## config.mk

```make
export PLATFORM = sky130hd
export DESIGN_NAME = julian_day_calendar_converter_top
export DESIGN_NICKNAME = d
export VERILOG_FILES = /design/src/sv/jdc_pkg.sv /design/src/sv/jdc_encode.sv /design/src/sv/jdc_decode.sv /design/src/sv/julian_day_calendar_converter_top.sv
export SDC_FILE = /design/constraint.sdc
export NUM_CORES = 2
export LEC_CHECK = 0
export ABC_CLOCK_PERIOD_IN_PS = 9600
export CAP_MARGIN = 20
export CORE_ASPECT_RATIO = 1.25
export CORE_MARGIN = 2
export CORE_UTILIZATION = 40
export DETAILED_ROUTE_END_ITERATION = 7
export DONT_BUFFER_PORTS = 1
export PLACE_DENSITY_LB_ADDON = 0.12
export SETUP_SLACK_MARGIN = 0.5
export SYNTH_ARGS = -nofsm -noshare
export SYNTH_HDL_FRONTEND = slang
export SYNTH_SLANG_ARGS = --single-unit
```

## constraint.sdc

```tcl
create_clock -name clk_i -period 9.6 [get_ports clk_i]
set_input_delay 2.4 -clock clk_i [delete_from_list [all_inputs] [get_ports clk_i]]
set_output_delay 2.4 -clock clk_i [all_outputs]
set_load 0.05 [all_outputs]
```

## src/sv/jdc_pkg.sv

```systemverilog
// ----------------------------------------------------------------------------
// jdc_pkg
// shared types, calendar constants and constant-divisor helpers for the
// julian day / gregorian calendar converter
// ----------------------------------------------------------------------------
package jdc_pkg;

  // opcodes of an input word
  typedef enum logic [1:0] {
    OpFromJd   = 2'd0,
    OpFromYmd  = 2'd1,
    OpFromYdoy = 2'd2
  } op_e;

  // supported span of day numbers: 0001-01-01 .. 9999-12-31
  localparam logic [22:0] SpanLow  = 23'd1721426;
  localparam logic [22:0] SpanHigh = 23'd5373484;

  // calendar constants
  localparam int unsigned YearBias   = 4800;
  localparam int unsigned DayBias    = 32045;
  localparam int unsigned JdOffset   = 32044;
  localparam int unsigned Days400Yr  = 146097;
  localparam int unsigned Days4Yr    = 1461;
  localparam int unsigned Days5Mon   = 153;
  localparam int unsigned JanOfs     = 307;   // first day plus march-based january
  localparam logic [3:0]  MarchJan   = 4'd10; // january in march-based months

  // word handed from the day-number encoder to the decoder
  typedef struct packed {
    logic        bad;
    logic [23:0] jd;
  } jdc_day_t;

  // one result word
  typedef struct packed {
    logic        oos;
    logic [22:0] jd;
    logic [13:0] yr;
    logic [3:0]  mon;
    logic [4:0]  dy;
    logic [2:0]  wd;
    logic [8:0]  ord;
    logic [2:0]  wim;
    logic [5:0]  wiy;
    logic        leap;
  } jdc_res_t;

  // reciprocal constants: for x < 2**W, q = (x * K) >> S with
  // S = W + clog2(D) and K = ceil(2**S / D) is exact
  localparam int unsigned Div100W  = 15;
  localparam int unsigned Div100S  = Div100W + $clog2(100);
  localparam longint unsigned Div100K = ((64'd1 << Div100S) + 64'd99) / 64'd100;

  localparam int unsigned DivEraW  = 25;
  localparam int unsigned DivEraS  = DivEraW + $clog2(Days400Yr);
  localparam longint unsigned DivEraK =
    ((64'd1 << DivEraS) + 64'(Days400Yr) - 64'd1) / 64'(Days400Yr);

  localparam int unsigned Div7W    = 23;
  localparam int unsigned Div7S    = Div7W + $clog2(7);
  localparam longint unsigned Div7K = ((64'd1 << Div7S) + 64'd6) / 64'd7;

  localparam int unsigned DivQuadW = 18;
  localparam int unsigned DivQuadS = DivQuadW + $clog2(Days4Yr);
  localparam longint unsigned DivQuadK =
    ((64'd1 << DivQuadS) + 64'(Days4Yr) - 64'd1) / 64'(Days4Yr);

  localparam int unsigned DivMonW  = 11;
  localparam int unsigned DivMonS  = DivMonW + $clog2(Days5Mon);
  localparam longint unsigned DivMonK =
    ((64'd1 << DivMonS) + 64'(Days5Mon) - 64'd1) / 64'(Days5Mon);

  localparam int unsigned Div7sW   = 9;
  localparam int unsigned Div7sS   = Div7sW + $clog2(7);
  localparam longint unsigned Div7sK = ((64'd1 << Div7sS) + 64'd6) / 64'd7;

  // x / 100 for x below 25600
  function automatic logic [7:0] div100(input logic [14:0] x);
    logic [30:0] p;
    p = 31'(x) * 31'(Div100K);
    return p[Div100S +: 8];
  endfunction

  // x / 146097
  function automatic logic [7:0] div_era(input logic [24:0] x);
    logic [50:0] p;
    p = 51'(x) * 51'(DivEraK);
    return p[DivEraS +: 8];
  endfunction

  // x / 7 for wide x
  function automatic logic [20:0] div7(input logic [22:0] x);
    logic [46:0] p;
    p = 47'(x) * 47'(Div7K);
    return p[Div7S +: 21];
  endfunction

  // x / 1461
  function automatic logic [7:0] div_quad(input logic [17:0] x);
    logic [36:0] p;
    p = 37'(x) * 37'(DivQuadK);
    return p[DivQuadS +: 8];
  endfunction

  // x / 153
  function automatic logic [3:0] div_mon(input logic [10:0] x);
    logic [22:0] p;
    p = 23'(x) * 23'(DivMonK);
    return p[DivMonS +: 4];
  endfunction

  // x / 7 for narrow x
  function automatic logic [6:0] div7s(input logic [8:0] x);
    logic [18:0] p;
    p = 19'(x) * 19'(Div7sK);
    return p[Div7sS +: 7];
  endfunction

  // days before a march-based month: (153 * mm + 2) / 5
  function automatic logic [8:0] month_offset(input logic [3:0] mm);
    logic [8:0] r;
    case (mm)
      4'd0:    r = 9'd0;
      4'd1:    r = 9'd31;
      4'd2:    r = 9'd61;
      4'd3:    r = 9'd92;
      4'd4:    r = 9'd122;
      4'd5:    r = 9'd153;
      4'd6:    r = 9'd184;
      4'd7:    r = 9'd214;
      4'd8:    r = 9'd245;
      4'd9:    r = 9'd275;
      4'd10:   r = 9'd306;
      4'd11:   r = 9'd337;
      4'd12:   r = 9'd367;
      4'd13:   r = 9'd398;
      4'd14:   r = 9'd428;
      default: r = 9'd459;
    endcase
    return r;
  endfunction

  // days in the march-based years before yy: 365yy + yy/4 - yy/100 + yy/400
  function automatic logic [23:0] year_days(input logic [14:0] yy, input logic [7:0] q100);
    return 24'(yy) * 24'd365 + 24'(yy[14:2]) - 24'(q100) + 24'(q100[7:2]);
  endfunction

endpackage

```

## src/sv/jdc_encode.sv

```systemverilog
// ----------------------------------------------------------------------------
// jdc_encode
// two-stage pipeline that forms the day number from an input word
// ----------------------------------------------------------------------------
module jdc_encode import jdc_pkg::*; (
  input  logic        clk_i,
  input  logic        rst_ni,
  input  logic        valid_i,
  input  logic [1:0]  opcode_i,
  input  logic [22:0] julian_day_i,
  input  logic [13:0] year_i,
  input  logic [3:0]  month_i,
  input  logic [4:0]  day_i,
  input  logic [8:0]  day_of_year_i,
  output logic        valid_o,
  output jdc_day_t    item_o
);

  typedef struct packed {
    logic        from_jd;
    logic        bad;
    logic [22:0] jd_in;
    logic [14:0] yy;
    logic [7:0]  q100;
    logic [9:0]  off;
  } enc_a_t;

  enc_a_t     sa_d, sa_q;
  jdc_day_t   item_d, item_q;
  logic       va_q, vb_q;
  logic [14:0] yy;
  logic [3:0]  mm;
  logic [8:0]  dd;
  logic [23:0] sum;

  // stage a: select march-based year, month and day, divide year by 100
  always_comb begin
    yy           = {1'b0, year_i} + 15'(YearBias);
    mm           = '0;
    dd           = '0;
    sa_d.from_jd = 1'b0;
    sa_d.bad     = 1'b0;
    unique case (opcode_i)
      OpFromJd: begin
        sa_d.from_jd = 1'b1;
      end
      OpFromYmd: begin
        if (month_i <= 4'd2) begin
          yy = {1'b0, year_i} + 15'(YearBias - 1);
          mm = month_i + 4'd9;
        end else begin
          mm = month_i - 4'd3;
        end
        dd = {4'b0, day_i};
      end
      OpFromYdoy: begin
        yy = {1'b0, year_i} + 15'(YearBias - 1);
        mm = MarchJan;
        dd = day_of_year_i;
      end
      default: begin
        sa_d.bad = 1'b1;
      end
    endcase
    sa_d.jd_in = julian_day_i;
    sa_d.yy    = yy;
    sa_d.q100  = div100(yy);
    sa_d.off   = 10'(month_offset(mm)) + 10'(dd);
  end

  // stage b: sum the day number
  always_comb begin
    sum         = year_days(sa_q.yy, sa_q.q100) + 24'(sa_q.off) - 24'(DayBias);
    item_d.bad  = sa_q.bad;
    item_d.jd   = sa_q.from_jd ? {1'b0, sa_q.jd_in} : sum;
  end

  // valid bits
  always_ff @(posedge clk_i or negedge rst_ni) begin
    if (!rst_ni) begin
      va_q <= 1'b0;
      vb_q <= 1'b0;
    end else begin
      va_q <= valid_i;
      vb_q <= va_q;
    end
  end

  // payload
  always_ff @(posedge clk_i) begin
    sa_q   <= sa_d;
    item_q <= item_d;
  end

  assign valid_o = vb_q;
  assign item_o  = item_q;

endmodule

```

## src/sv/jdc_decode.sv

```systemverilog
// ----------------------------------------------------------------------------
// jdc_decode
// ten-stage pipeline that splits a day number into date, weekday, ordinal
// day, week numbers and leap flag, and checks it against the span
// ----------------------------------------------------------------------------
module jdc_decode import jdc_pkg::*; (
  input  logic     clk_i,
  input  logic     rst_ni,
  input  logic     valid_i,
  input  jdc_day_t item_i,
  output logic     valid_o,
  output jdc_res_t res_o
);

  typedef struct packed {
    logic        oos;
    logic [22:0] jd;
    logic [22:0] a;
    logic [7:0]  b;
    logic [20:0] q7;
  } s1_t;

  typedef struct packed {
    logic        oos;
    logic [22:0] jd;
    logic [7:0]  b;
    logic [15:0] c;
    logic [2:0]  wd;
    logic [6:0]  d;
    logic [8:0]  e;
    logic [3:0]  m;
  } s2_t;

  typedef struct packed {
    logic        oos;
    logic [22:0] jd;
    logic [2:0]  wd;
    logic [13:0] yr;
    logic [3:0]  mon;
    logic [4:0]  dy;
    logic [14:0] yy2;
    logic [7:0]  q100f;
    logic [7:0]  q100y;
    logic [5:0]  x;
    logic [22:0] first;
    logic        leap;
    logic [2:0]  fom;
    logic [8:0]  ord;
    logic [20:0] fq7;
    logic [2:0]  wim;
  } s6_t;

  s1_t        s1_d, s1_q;
  s2_t        s2_d, s2_q, s3_d, s3_q, s4_d, s4_q, s5_d, s5_q;
  s6_t        s6_d, s6_q, s7_d, s7_q, s8_d, s8_q, s9_d, s9_q;
  jdc_res_t   s10_d, s10_q;
  logic [10:1] v_q;

  logic [25:0] era_days;
  logic [23:0] wd_rem;
  logic [17:0] quad_days;
  logic [14:0] yr_wide;
  logic [23:0] first_sum;
  logic [13:0] r100;
  logic [6:0]  fom_q;
  logic [6:0]  wim_q;
  logic [6:0]  wiy_q;
  logic [23:0] fw_rem;
  logic [8:0]  wiy_sum;
  logic [2:0]  fw;

  // stage 1: span check, century count and weekday quotient
  always_comb begin
    s1_d.oos = item_i.bad || (item_i.jd < 24'(SpanLow)) || (item_i.jd > 24'(SpanHigh));
    s1_d.jd  = item_i.jd[22:0];
    s1_d.a   = item_i.jd[22:0] + 23'(JdOffset);
    s1_d.b   = div_era({s1_d.a, 2'b11});
    s1_d.q7  = div7(item_i.jd[22:0] + 23'd1);
  end

  // stage 2: day within century and weekday
  always_comb begin
    s2_d     = '0;
    s2_d.oos = s1_q.oos;
    s2_d.jd  = s1_q.jd;
    s2_d.b   = s1_q.b;
    era_days = 26'(s1_q.b) * 26'(Days400Yr);
    s2_d.c   = 16'(24'(s1_q.a) - 24'(era_days[25:2]));
    wd_rem   = 24'(s1_q.jd) + 24'd1 - 24'(s1_q.q7) * 24'd7;
    s2_d.wd  = wd_rem[2:0];
  end

  // stage 3: year within century
  always_comb begin
    s3_d   = s2_q;
    s3_d.d = 7'(div_quad({s2_q.c, 2'b11}));
  end

  // stage 4: day within year
  always_comb begin
    s4_d      = s3_q;
    quad_days = 18'(s3_q.d) * 18'(Days4Yr);
    s4_d.e    = 9'(s3_q.c - quad_days[17:2]);
  end

  // stage 5: march-based month
  always_comb begin
    s5_d   = s4_q;
    s5_d.m = div_mon(11'(s4_q.e) * 11'd5 + 11'd2);
  end

  // stage 6: normalized year, month and day
  always_comb begin
    s6_d     = '0;
    s6_d.oos = s5_q.oos;
    s6_d.jd  = s5_q.jd;
    s6_d.wd  = s5_q.wd;
    s6_d.dy  = 5'(s5_q.e - month_offset(s5_q.m) + 9'd1);
    s6_d.mon = (s5_q.m >= 4'd10) ? s5_q.m - 4'd9 : s5_q.m + 4'd3;
    yr_wide  = 15'(s5_q.b) * 15'd100 + 15'(s5_q.d) + 15'(s5_q.m >= 4'd10)
             - 15'(YearBias);
    s6_d.yr  = yr_wide[13:0];
  end

  // stage 7: century quotients for january first and the leap test, weekday offset of the first of the month
  always_comb begin
    s7_d       = s6_q;
    s7_d.yy2   = {1'b0, s6_q.yr} + 15'(YearBias - 1);
    s7_d.q100f = div100(s7_d.yy2);
    s7_d.q100y = div100({1'b0, s6_q.yr});
    s7_d.x     = 6'd36 + 6'(s6_q.wd) - 6'(s6_q.dy);
  end

  // stage 8: day number of january first, leap flag, weekday of the first of the month
  always_comb begin
    s8_d       = s7_q;
    first_sum  = year_days(s7_q.yy2, s7_q.q100f) + 24'(JanOfs) - 24'(DayBias);
    s8_d.first = first_sum[22:0];
    r100       = s7_q.yr - 14'(s7_q.q100y) * 14'd100;
    s8_d.leap  = (s7_q.yr[1:0] == 2'b00) && ((r100 != 14'd0) || (s7_q.q100y[1:0] == 2'b00));
    fom_q      = div7s(9'(s7_q.x));
    s8_d.fom   = 3'(9'(s7_q.x) - 9'(fom_q) * 9'd7);
  end

  // stage 9: ordinal day, week of month, year weekday quotient
  always_comb begin
    s9_d      = s8_q;
    s9_d.ord  = 9'(s8_q.jd - s8_q.first + 23'd1);
    s9_d.fq7  = div7(s8_q.first + 23'd1);
    wim_q     = div7s(9'(s8_q.dy) - 9'd1 + 9'(s8_q.fom));
    s9_d.wim  = wim_q[2:0] + 3'd1;
  end

  // stage 10: week of year and result word
  always_comb begin
    fw_rem       = 24'(s9_q.first) + 24'd1 - 24'(s9_q.fq7) * 24'd7;
    fw           = fw_rem[2:0];
    wiy_sum      = s9_q.ord - 9'd1 + 9'(fw);
    wiy_q        = div7s(wiy_sum);
    s10_d.oos    = s9_q.oos;
    s10_d.jd     = s9_q.jd;
    s10_d.yr     = s9_q.yr;
    s10_d.mon    = s9_q.mon;
    s10_d.dy     = s9_q.dy;
    s10_d.wd     = s9_q.wd;
    s10_d.ord    = s9_q.ord;
    s10_d.wim    = s9_q.wim;
    s10_d.wiy    = wiy_q[5:0] + 6'd1;
    s10_d.leap   = s9_q.leap;
  end

  // valid bits
  always_ff @(posedge clk_i or negedge rst_ni) begin
    if (!rst_ni) begin
      v_q <= '0;
    end else begin
      v_q <= {v_q[9:1], valid_i};
    end
  end

  // payload
  always_ff @(posedge clk_i) begin
    s1_q  <= s1_d;
    s2_q  <= s2_d;
    s3_q  <= s3_d;
    s4_q  <= s4_d;
    s5_q  <= s5_d;
    s6_q  <= s6_d;
    s7_q  <= s7_d;
    s8_q  <= s8_d;
    s9_q  <= s9_d;
    s10_q <= s10_d;
  end

  assign valid_o = v_q[10];
  assign res_o   = s10_q;

endmodule

```

## src/sv/julian_day_calendar_converter_top.sv

```systemverilog
// ----------------------------------------------------------------------------
// julian_day_calendar_converter_top
// converts day numbers, dates and ordinal dates to a full calendar word
// ----------------------------------------------------------------------------
//
// channel   direction  handshake          payload
// command   in         start_i, busy_o    opcode_i, julian_day_i, year_i,
//                                          month_i, day_i, day_of_year_i
// result    out        done_o             out_of_span_o .. leap_o
//
// one word is taken every cycle; busy_o stays low, so start_i is never held off.
// a result reaches the ports through one register per stage of the encoder (2),
// the decoder (10) and the output register (1).
// reset clears the valid bits only; words in flight are dropped.
// done_o is a one-cycle strobe; the receiver cannot stall.
//
module julian_day_calendar_converter_top import jdc_pkg::*; (
  input  logic        clk_i,
  input  logic        rst_ni,
  input  logic        start_i,
  output logic        busy_o,
  input  logic [1:0]  opcode_i,
  input  logic [22:0] julian_day_i,
  input  logic [13:0] year_i,
  input  logic [3:0]  month_i,
  input  logic [4:0]  day_i,
  input  logic [8:0]  day_of_year_i,
  output logic        done_o,
  output logic        out_of_span_o,
  output logic [22:0] day_number_o,
  output logic [13:0] out_year_o,
  output logic [3:0]  out_month_o,
  output logic [4:0]  out_day_o,
  output logic [2:0]  weekday_o,
  output logic [8:0]  ordinal_day_o,
  output logic [2:0]  week_in_month_o,
  output logic [5:0]  week_in_year_o,
  output logic        leap_o
);

  logic     enc_valid;
  jdc_day_t enc_item;
  logic     dec_valid;
  jdc_res_t dec_res;
  jdc_res_t out_d, out_q;
  logic     done_q;

  assign busy_o = 1'b0;

  // day number forming
  jdc_encode u_encode (
    .clk_i         (clk_i),
    .rst_ni        (rst_ni),
    .valid_i       (start_i & ~busy_o),
    .opcode_i      (opcode_i),
    .julian_day_i  (julian_day_i),
    .year_i        (year_i),
    .month_i       (month_i),
    .day_i         (day_i),
    .day_of_year_i (day_of_year_i),
    .valid_o       (enc_valid),
    .item_o        (enc_item)
  );

  // calendar split
  jdc_decode u_decode (
    .clk_i   (clk_i),
    .rst_ni  (rst_ni),
    .valid_i (enc_valid),
    .item_i  (enc_item),
    .valid_o (dec_valid),
    .res_o   (dec_res)
  );

  // an out-of-span word reports the flag alone
  always_comb begin
    if (dec_res.oos) begin
      out_d     = '0;
      out_d.oos = 1'b1;
    end else begin
      out_d = dec_res;
    end
  end

  // result strobe
  always_ff @(posedge clk_i or negedge rst_ni) begin
    if (!rst_ni) begin
      done_q <= 1'b0;
    end else begin
      done_q <= dec_valid;
    end
  end

  // result register
  always_ff @(posedge clk_i) begin
    out_q <= out_d;
  end

  assign done_o          = done_q;
  assign out_of_span_o   = out_q.oos;
  assign day_number_o    = out_q.jd;
  assign out_year_o      = out_q.yr;
  assign out_month_o     = out_q.mon;
  assign out_day_o       = out_q.dy;
  assign weekday_o       = out_q.wd;
  assign ordinal_day_o   = out_q.ord;
  assign week_in_month_o = out_q.wim;
  assign week_in_year_o  = out_q.wiy;
  assign leap_o          = out_q.leap;

endmodule
```

; After elaboration in Yosys (flattened, before gate mapping)
; Memories as Yosys holds them, arrays and structs flattened. A register that Yosys moved wholly into a read port is not among the register bits.
; Cells that the tools add are included.
[word_totals]
register_bits = 808
rom_bits = 288
output_inout_bits = 71
elab_cells = 191
mem_count = 2
[mem_list]
columns = memory, depth, word_bits, rd, rd_ports_with_merged_regs, write_ports, line_no
row1 = (name not given), 16, 9, 1, 1, 0, jdc_pkg.sv:123  ; case (mm)
row2 = (name not given), 16, 9, 1, 0, 0, jdc_pkg.sv:123
[classes]
addsub = 45
n_mul = 21
order_cmp = 4
eq_ne = 2
mux = 10
n_reduce_logical = 9
[op_table]
columns = op, count
row1 = $mul A23 B24 Y47 const B, 2
row2 = $mux W69, 1
row3 = $mul A15 B13 Y27 const B, 2
row4 = $mul A25 B24 Y49 const B, 1
row5 = $add A23 B1 Y23 const B, 2
row6 = $add A14 B13 Y15 const B, 3
row7 = $mul A21 B3 Y3 const B, 2
row8 = $mul A18 B19 Y36 const B, 1
row9 = $pmux W15 S2, 1
row10 = $mul A14 B13 Y27 const B, 1
row11 = $add A24 B10 Y24, 1
row12 = $add A24 B13 Y24, 1
row13 = $add A24 B6 Y24, 1
row14 = $gt A24 B23 Y1 const B, 1
row15 = $lt A24 B21 Y1 const B, 1
row16 = $mul A15 B9 Y24 const B, 1
row17 = $mul A8 B5 Y12 const B, 2
row18 = $sub A24 B15 Y24 const B, 1
row19 = $sub A24 B8 Y24, 1
row20 = $add A23 B13 Y23, 1
row21 = $add A23 B15 Y23 const B, 1
row22 = $add A23 B6 Y23, 1
row23 = $add A23 B9 Y23 const B, 1
row24 = $mul A11 B12 Y23 const B, 1
row25 = 48 further kinds, 60

; Longest topological paths before layout
[logic_depth]
word_depth = 7
depth_mapped = 39
mapped_depth_nobuf = 39

; Hierarchy
; Synthesis repeated with hierarchy kept, for this count alone.
[unflattened]
cells_unflattened = 6846
hier_area_um2 = 71956.5
[modules_own_cells]
columns = module, instances, cells_per_inst, area_per_inst_um2
row1 = jdc_decode, 1, 5469, 58260.9
row2 = jdc_encode, 1, 1230, 11802.6
row3 = julian_day_calendar_converter_top, 1, 147, 1893.1

; Worst setup path before layout
; Ideal clock, no wire load.
[synth_path]
path_kind = input to register
from = in month_i[0]
to = reg u_encode.sa_q[17] in the netlist's numbering
setup_ps = 72
t_arrival_ps = 8601
required_time_ps = 9528
path_slack_ps = 927
cell_stages = 28
n_path_buf = 0
path_cell_list = inv_1 > ha_1 > o21ai_1 > nand2_1 > nand2_1 > nor2_1 > nor2b_1 > o21ai_0 > o21ai_0 > ha_1 > inv_1 > fa_1 > inv_1 > fa_1 > inv_1 > fa_1 > inv_1 > fa_1 > ha_1 > a21o_1 > a21o_1 > a2111oi_0 > o21ai_0 > a21oi_1 > o21ai_1 > o41a_1 > a21oi_1 > xnor2_1
[synth_lines]
columns = item, line_no
row1 = start: declaration, julian_day_calendar_converter_top.sv:25  ; input logic [3:0] month_i,
row2 = end signal: assignment, jdc_encode.sv:91  ; sa_q <= sa_d;
row3 = end: declaration, jdc_encode.sv:28  ; enc_a_t sa_d, sa_q;

==> summary.txt <==
Synthesis
  – Post-synthesis cell area: just over 0.07 mm2
  – Seq/Total Area, Yosys: between 20% and 30%
  – Post-synthesis sequential element count: slightly below 800
  – Synth top area cells: sky130_fd_sc_hd__ha_1 27%, sky130_fd_sc_hd__fa_1 26%, sky130_fd_sc_hd__dfxtp_1 21%, sky130_fd_sc_hd__inv_1 9.9%, sky130_fd_sc_hd__xnor2_1 3.4%
  – Syn Inst Count: approximately 7,000
  – Dominant synthesized flop cell: sky130_fd_sc_hd__dfxtp_1
  – Number of warnings issued by yosys: 0
  – Number of distinct standard cells referenced by the synthesized netlist: 85
  – Most common cell in the synthesized netlist: sky130_fd_sc_hd__inv_1
  – Area share of the largest cell type after synthesis: a little over a quarter
  – Cell type with the largest total area after synthesis: sky130_fd_sc_hd__ha_1
  – Number of synthesized flops with an enable pin: 0
  – Post-Synthesis Net Count: approximately 9,300
  – Ranking of synthesized cells by instance count: 1,885 x sky130_fd_sc_hd__inv_1, 1,529 x sky130_fd_sc_hd__ha_1, 932 x sky130_fd_sc_hd__fa_1, 762 x sky130_fd_sc_hd__dfxtp_1, 275 x sky130_fd_sc_hd__xnor2_1
  – Proportion of synthesized flip-flops having asynchronous set or reset: 1.677%
  – Mean instance size in the synthesized netlist: around 10 um2

Floorplan
  – Die outline width: 381.7 um
  – Starting Density: 40.19%
  – Site Rows: ~170
  – I/O pin cnt: about 130
  – Vertical die dimension: 476.2 um
  – Core region area: 0.1775 mm2
  – Die ar.: about 0.18 mm2

Critical path
  – Critical path data arrival time: between 9 and 10 ns
  – Data required, critical path: around 10 ns
  – Buf+Inv Stages, Crit Path: 9
  – Critical path's slowest cell: sky130_fd_sc_hd__or4b_2
  – Family with the most delay on the worst path: adder cells
  – Kind of launch point of the worst setup path: register
  – Path type of the worst setup path: reg -> reg
  – Cell type with the highest occurrence count on the critical path: sky130_fd_sc_hd__inv_1
  – Stage delay of the slowest cell on the critical path: 0.66 ns
  – Capturing element type of the critical path: register
  – Max Fanout on Critical Path: 7

Routing
  – Final routed DRC violation total: 0
  – Final antenna-violating net count: 0
  – Total vias in the final route: approximately 43,000
  – Initial DRC Count: 1,179
  – Wirelength per Cell: approximately 16 um
  – Via-to-Cell Ratio: between 4 and 5
  – 1st-pass router iterations: 5
  – Post-Route WL: approximately 150 mm

STA
  – Slew Limit Headroom: between 30% and 40%
  – Setup violators final: 0
  – Final Hold Fails: 0
  – Hold slack: between 0.3 and 0.4 ns
  – Fin Clk Skew: around 0.051 ns
  – RSZ-0062 raised after global routing: false
  – Slew of the pin with the lowest slew margin: ~0.93 ns
  – Setup WS post-layout: around 1.1 ns
  – Fmax: 117.0 MHz
  – Period minus WS final: 8.546 ns
  – Post-route fraction of the period consumed by the critical path: between 80% and 90%
  – TNS Setup: 0 ns
  – Max-slew violations: 0

Global routing
  – Total routing resource utilization after global routing: between 15 and 20%
  – Pin count of the biggest net entering global routing: 70
  – Gr ovfl total: 0
  – Global-route wire length before repair: 250.3 mm
  – Initial antenna violation count: 6
  – Number of global-route vias before repair: approximately 48,000

Hold path
  – Min-delay worst type: reg -> reg

Clock network
  – Root cell of the clock tree: sky130_fd_sc_hd__clkbuf_16
  – Worst-Skew Late Latency: 0.70 ns
  – Total CTS buffers: 84
  – Number of setup buffers added after CTS: 0
  – H-tree levels: 3
  – Max Buffers Root-to-Sink: 3
  – Sinks on Clock Net: between 700 and 800
  – Reg clk slew, reported paths: 0.07 ns
  – CTS tree: built
  – Hold Buf Count CTS: 0

Run
  – Number of violations of the max-capacitance limit: 0

Placement
  – HPWL reported at the end of detailed placement: about 130 mm
  – I/O Buffers: 0
  – Final RePlAce weighted congestion: roughly 0.85
  – Worst-case setup slack after placement: between 0.5 and 0.6 ns
  – Total instance count after detailed placement: about 9,200

Status
  – Status: finished clean

Cells and area
  – Number of nets at the end of the flow: about 9,400
  – Final instance count without filler cells: about 9,300
  – Area growth from synthesis to final layout: 8.840%
  – Share of final-layout standard cells stronger than drive strength 1: 3.680%
## cells by family (layout without fill, tap and decap cells)
kind of cell             Yosys count  after routing  synth area share, %
adder cells (fa/ha/maj)         2462           2462                52.99
buffers and inverters           1922           2101                10.13
flip-flops                       775            775                21.84
AND/OR/NAND/NOR                  629            629                4.387
AO/OA/AOI/OAI                    615            615                5.632
XOR/XNOR                         389            389                4.816
multiplexers                      12             12               0.2052
other                              1              3             0.005257
## layout by cell type (no fill, tap or decap), types with 104 or more instances in the layout
cell                      synthesis  final
sky130_fd_sc_hd__inv_1         1885   1885
sky130_fd_sc_hd__dfxtp_1        762    760
sky130_fd_sc_hd__o21ai_0        105    104
sky130_fd_sc_hd__fa_1           932    932
sky130_fd_sc_hd__nand2_1        120    120
sky130_fd_sc_hd__ha_1          1529   1528
sky130_fd_sc_hd__xor2_1         112    110
sky130_fd_sc_hd__nor2_1         172    172
sky130_fd_sc_hd__xnor2_1        275    274
sky130_fd_sc_hd__a21oi_1        176    176
## repair_timing
item                                    in CTS  in global routing
hold endpoints to repair                     0                  0
endpoints found under the setup margin       0                  7
resized for setup                            0                  7
## per-layer routing
layer / global-route usage, % / vias up / wire [um] / share of wire (%)
li1: - / 21470 / - / -
met5: 0 / - / 13 / 0.0086
met3: 1.641 / 152 / 3460 / 2.3
met2: 33.26 / 400 / 81340 / 54
met4: 4.504 / 2 / 3668 / 2.4
met1: 20.40 / 20900 / 62710 / 41
## stage by stage
| step | utilization [%] | instance area, um2 |
|---|---|---|
| 3_3_place_gp | 42.02 | 74590 |
| 3_5_place_dp | 42.02 | 74590 |
| 4_1_cts | 43.72 | 77610 |
| 6_report | 43.74 | 77640 |
| 5_1_grt | 43.74 | 77640 |
| 2_1_floorplan | - | 71340 |
## sequential cells by signal, indices dropped and copies added (netlist names), 49 cells and up, named ones only
name	flops
u_decode.s1_q	49
u_decode.s5_q	51
u_decode.res_o	69
u_decode.s2_q	51
u_decode.s8_q	77
u_decode.s4_q	51
u_decode.s6_q	50
u_encode.sa_q	57
u_decode.s10_d	63
u_decode.s3_q	51
u_decode.s7_q	87
## layout make-up
type                    count  area [um2]
clock buffers              98        2245
well taps                2362        2955
clock inverters            58       774.5
flip-flops and latches    775       15580
repair buffers             58       435.4
inverters                1887        7083
fillers                 17190       99850
diodes                      2       5.005
multi-input cells        4108       48560
## path summary, 6_finish.rpt
kind                                     from           endpoint  slack, ns  depth (start not counted)
setup / recovery           u_encode.item_o[2]  u_decode.s1_q[22]       1.05                         34
hold / removal              u_decode.s3_q[50]  u_decode.s4_q[50]       0.31                          0
setup reg to reg           u_encode.item_o[2]  u_decode.s1_q[22]       1.05                         34
hold reg to reg             u_decode.s3_q[50]  u_decode.s4_q[50]       0.31                          0
max in group asynchronous              rst_ni   u_decode.v_q[10]       8.13                          0
min in group asynchronous              rst_ni    u_decode.v_q[2]       1.39                          0
Power is left out: the tool's default activity adds up to more than one toggle a clock period on the data nets, which glitch-free logic cannot reach.
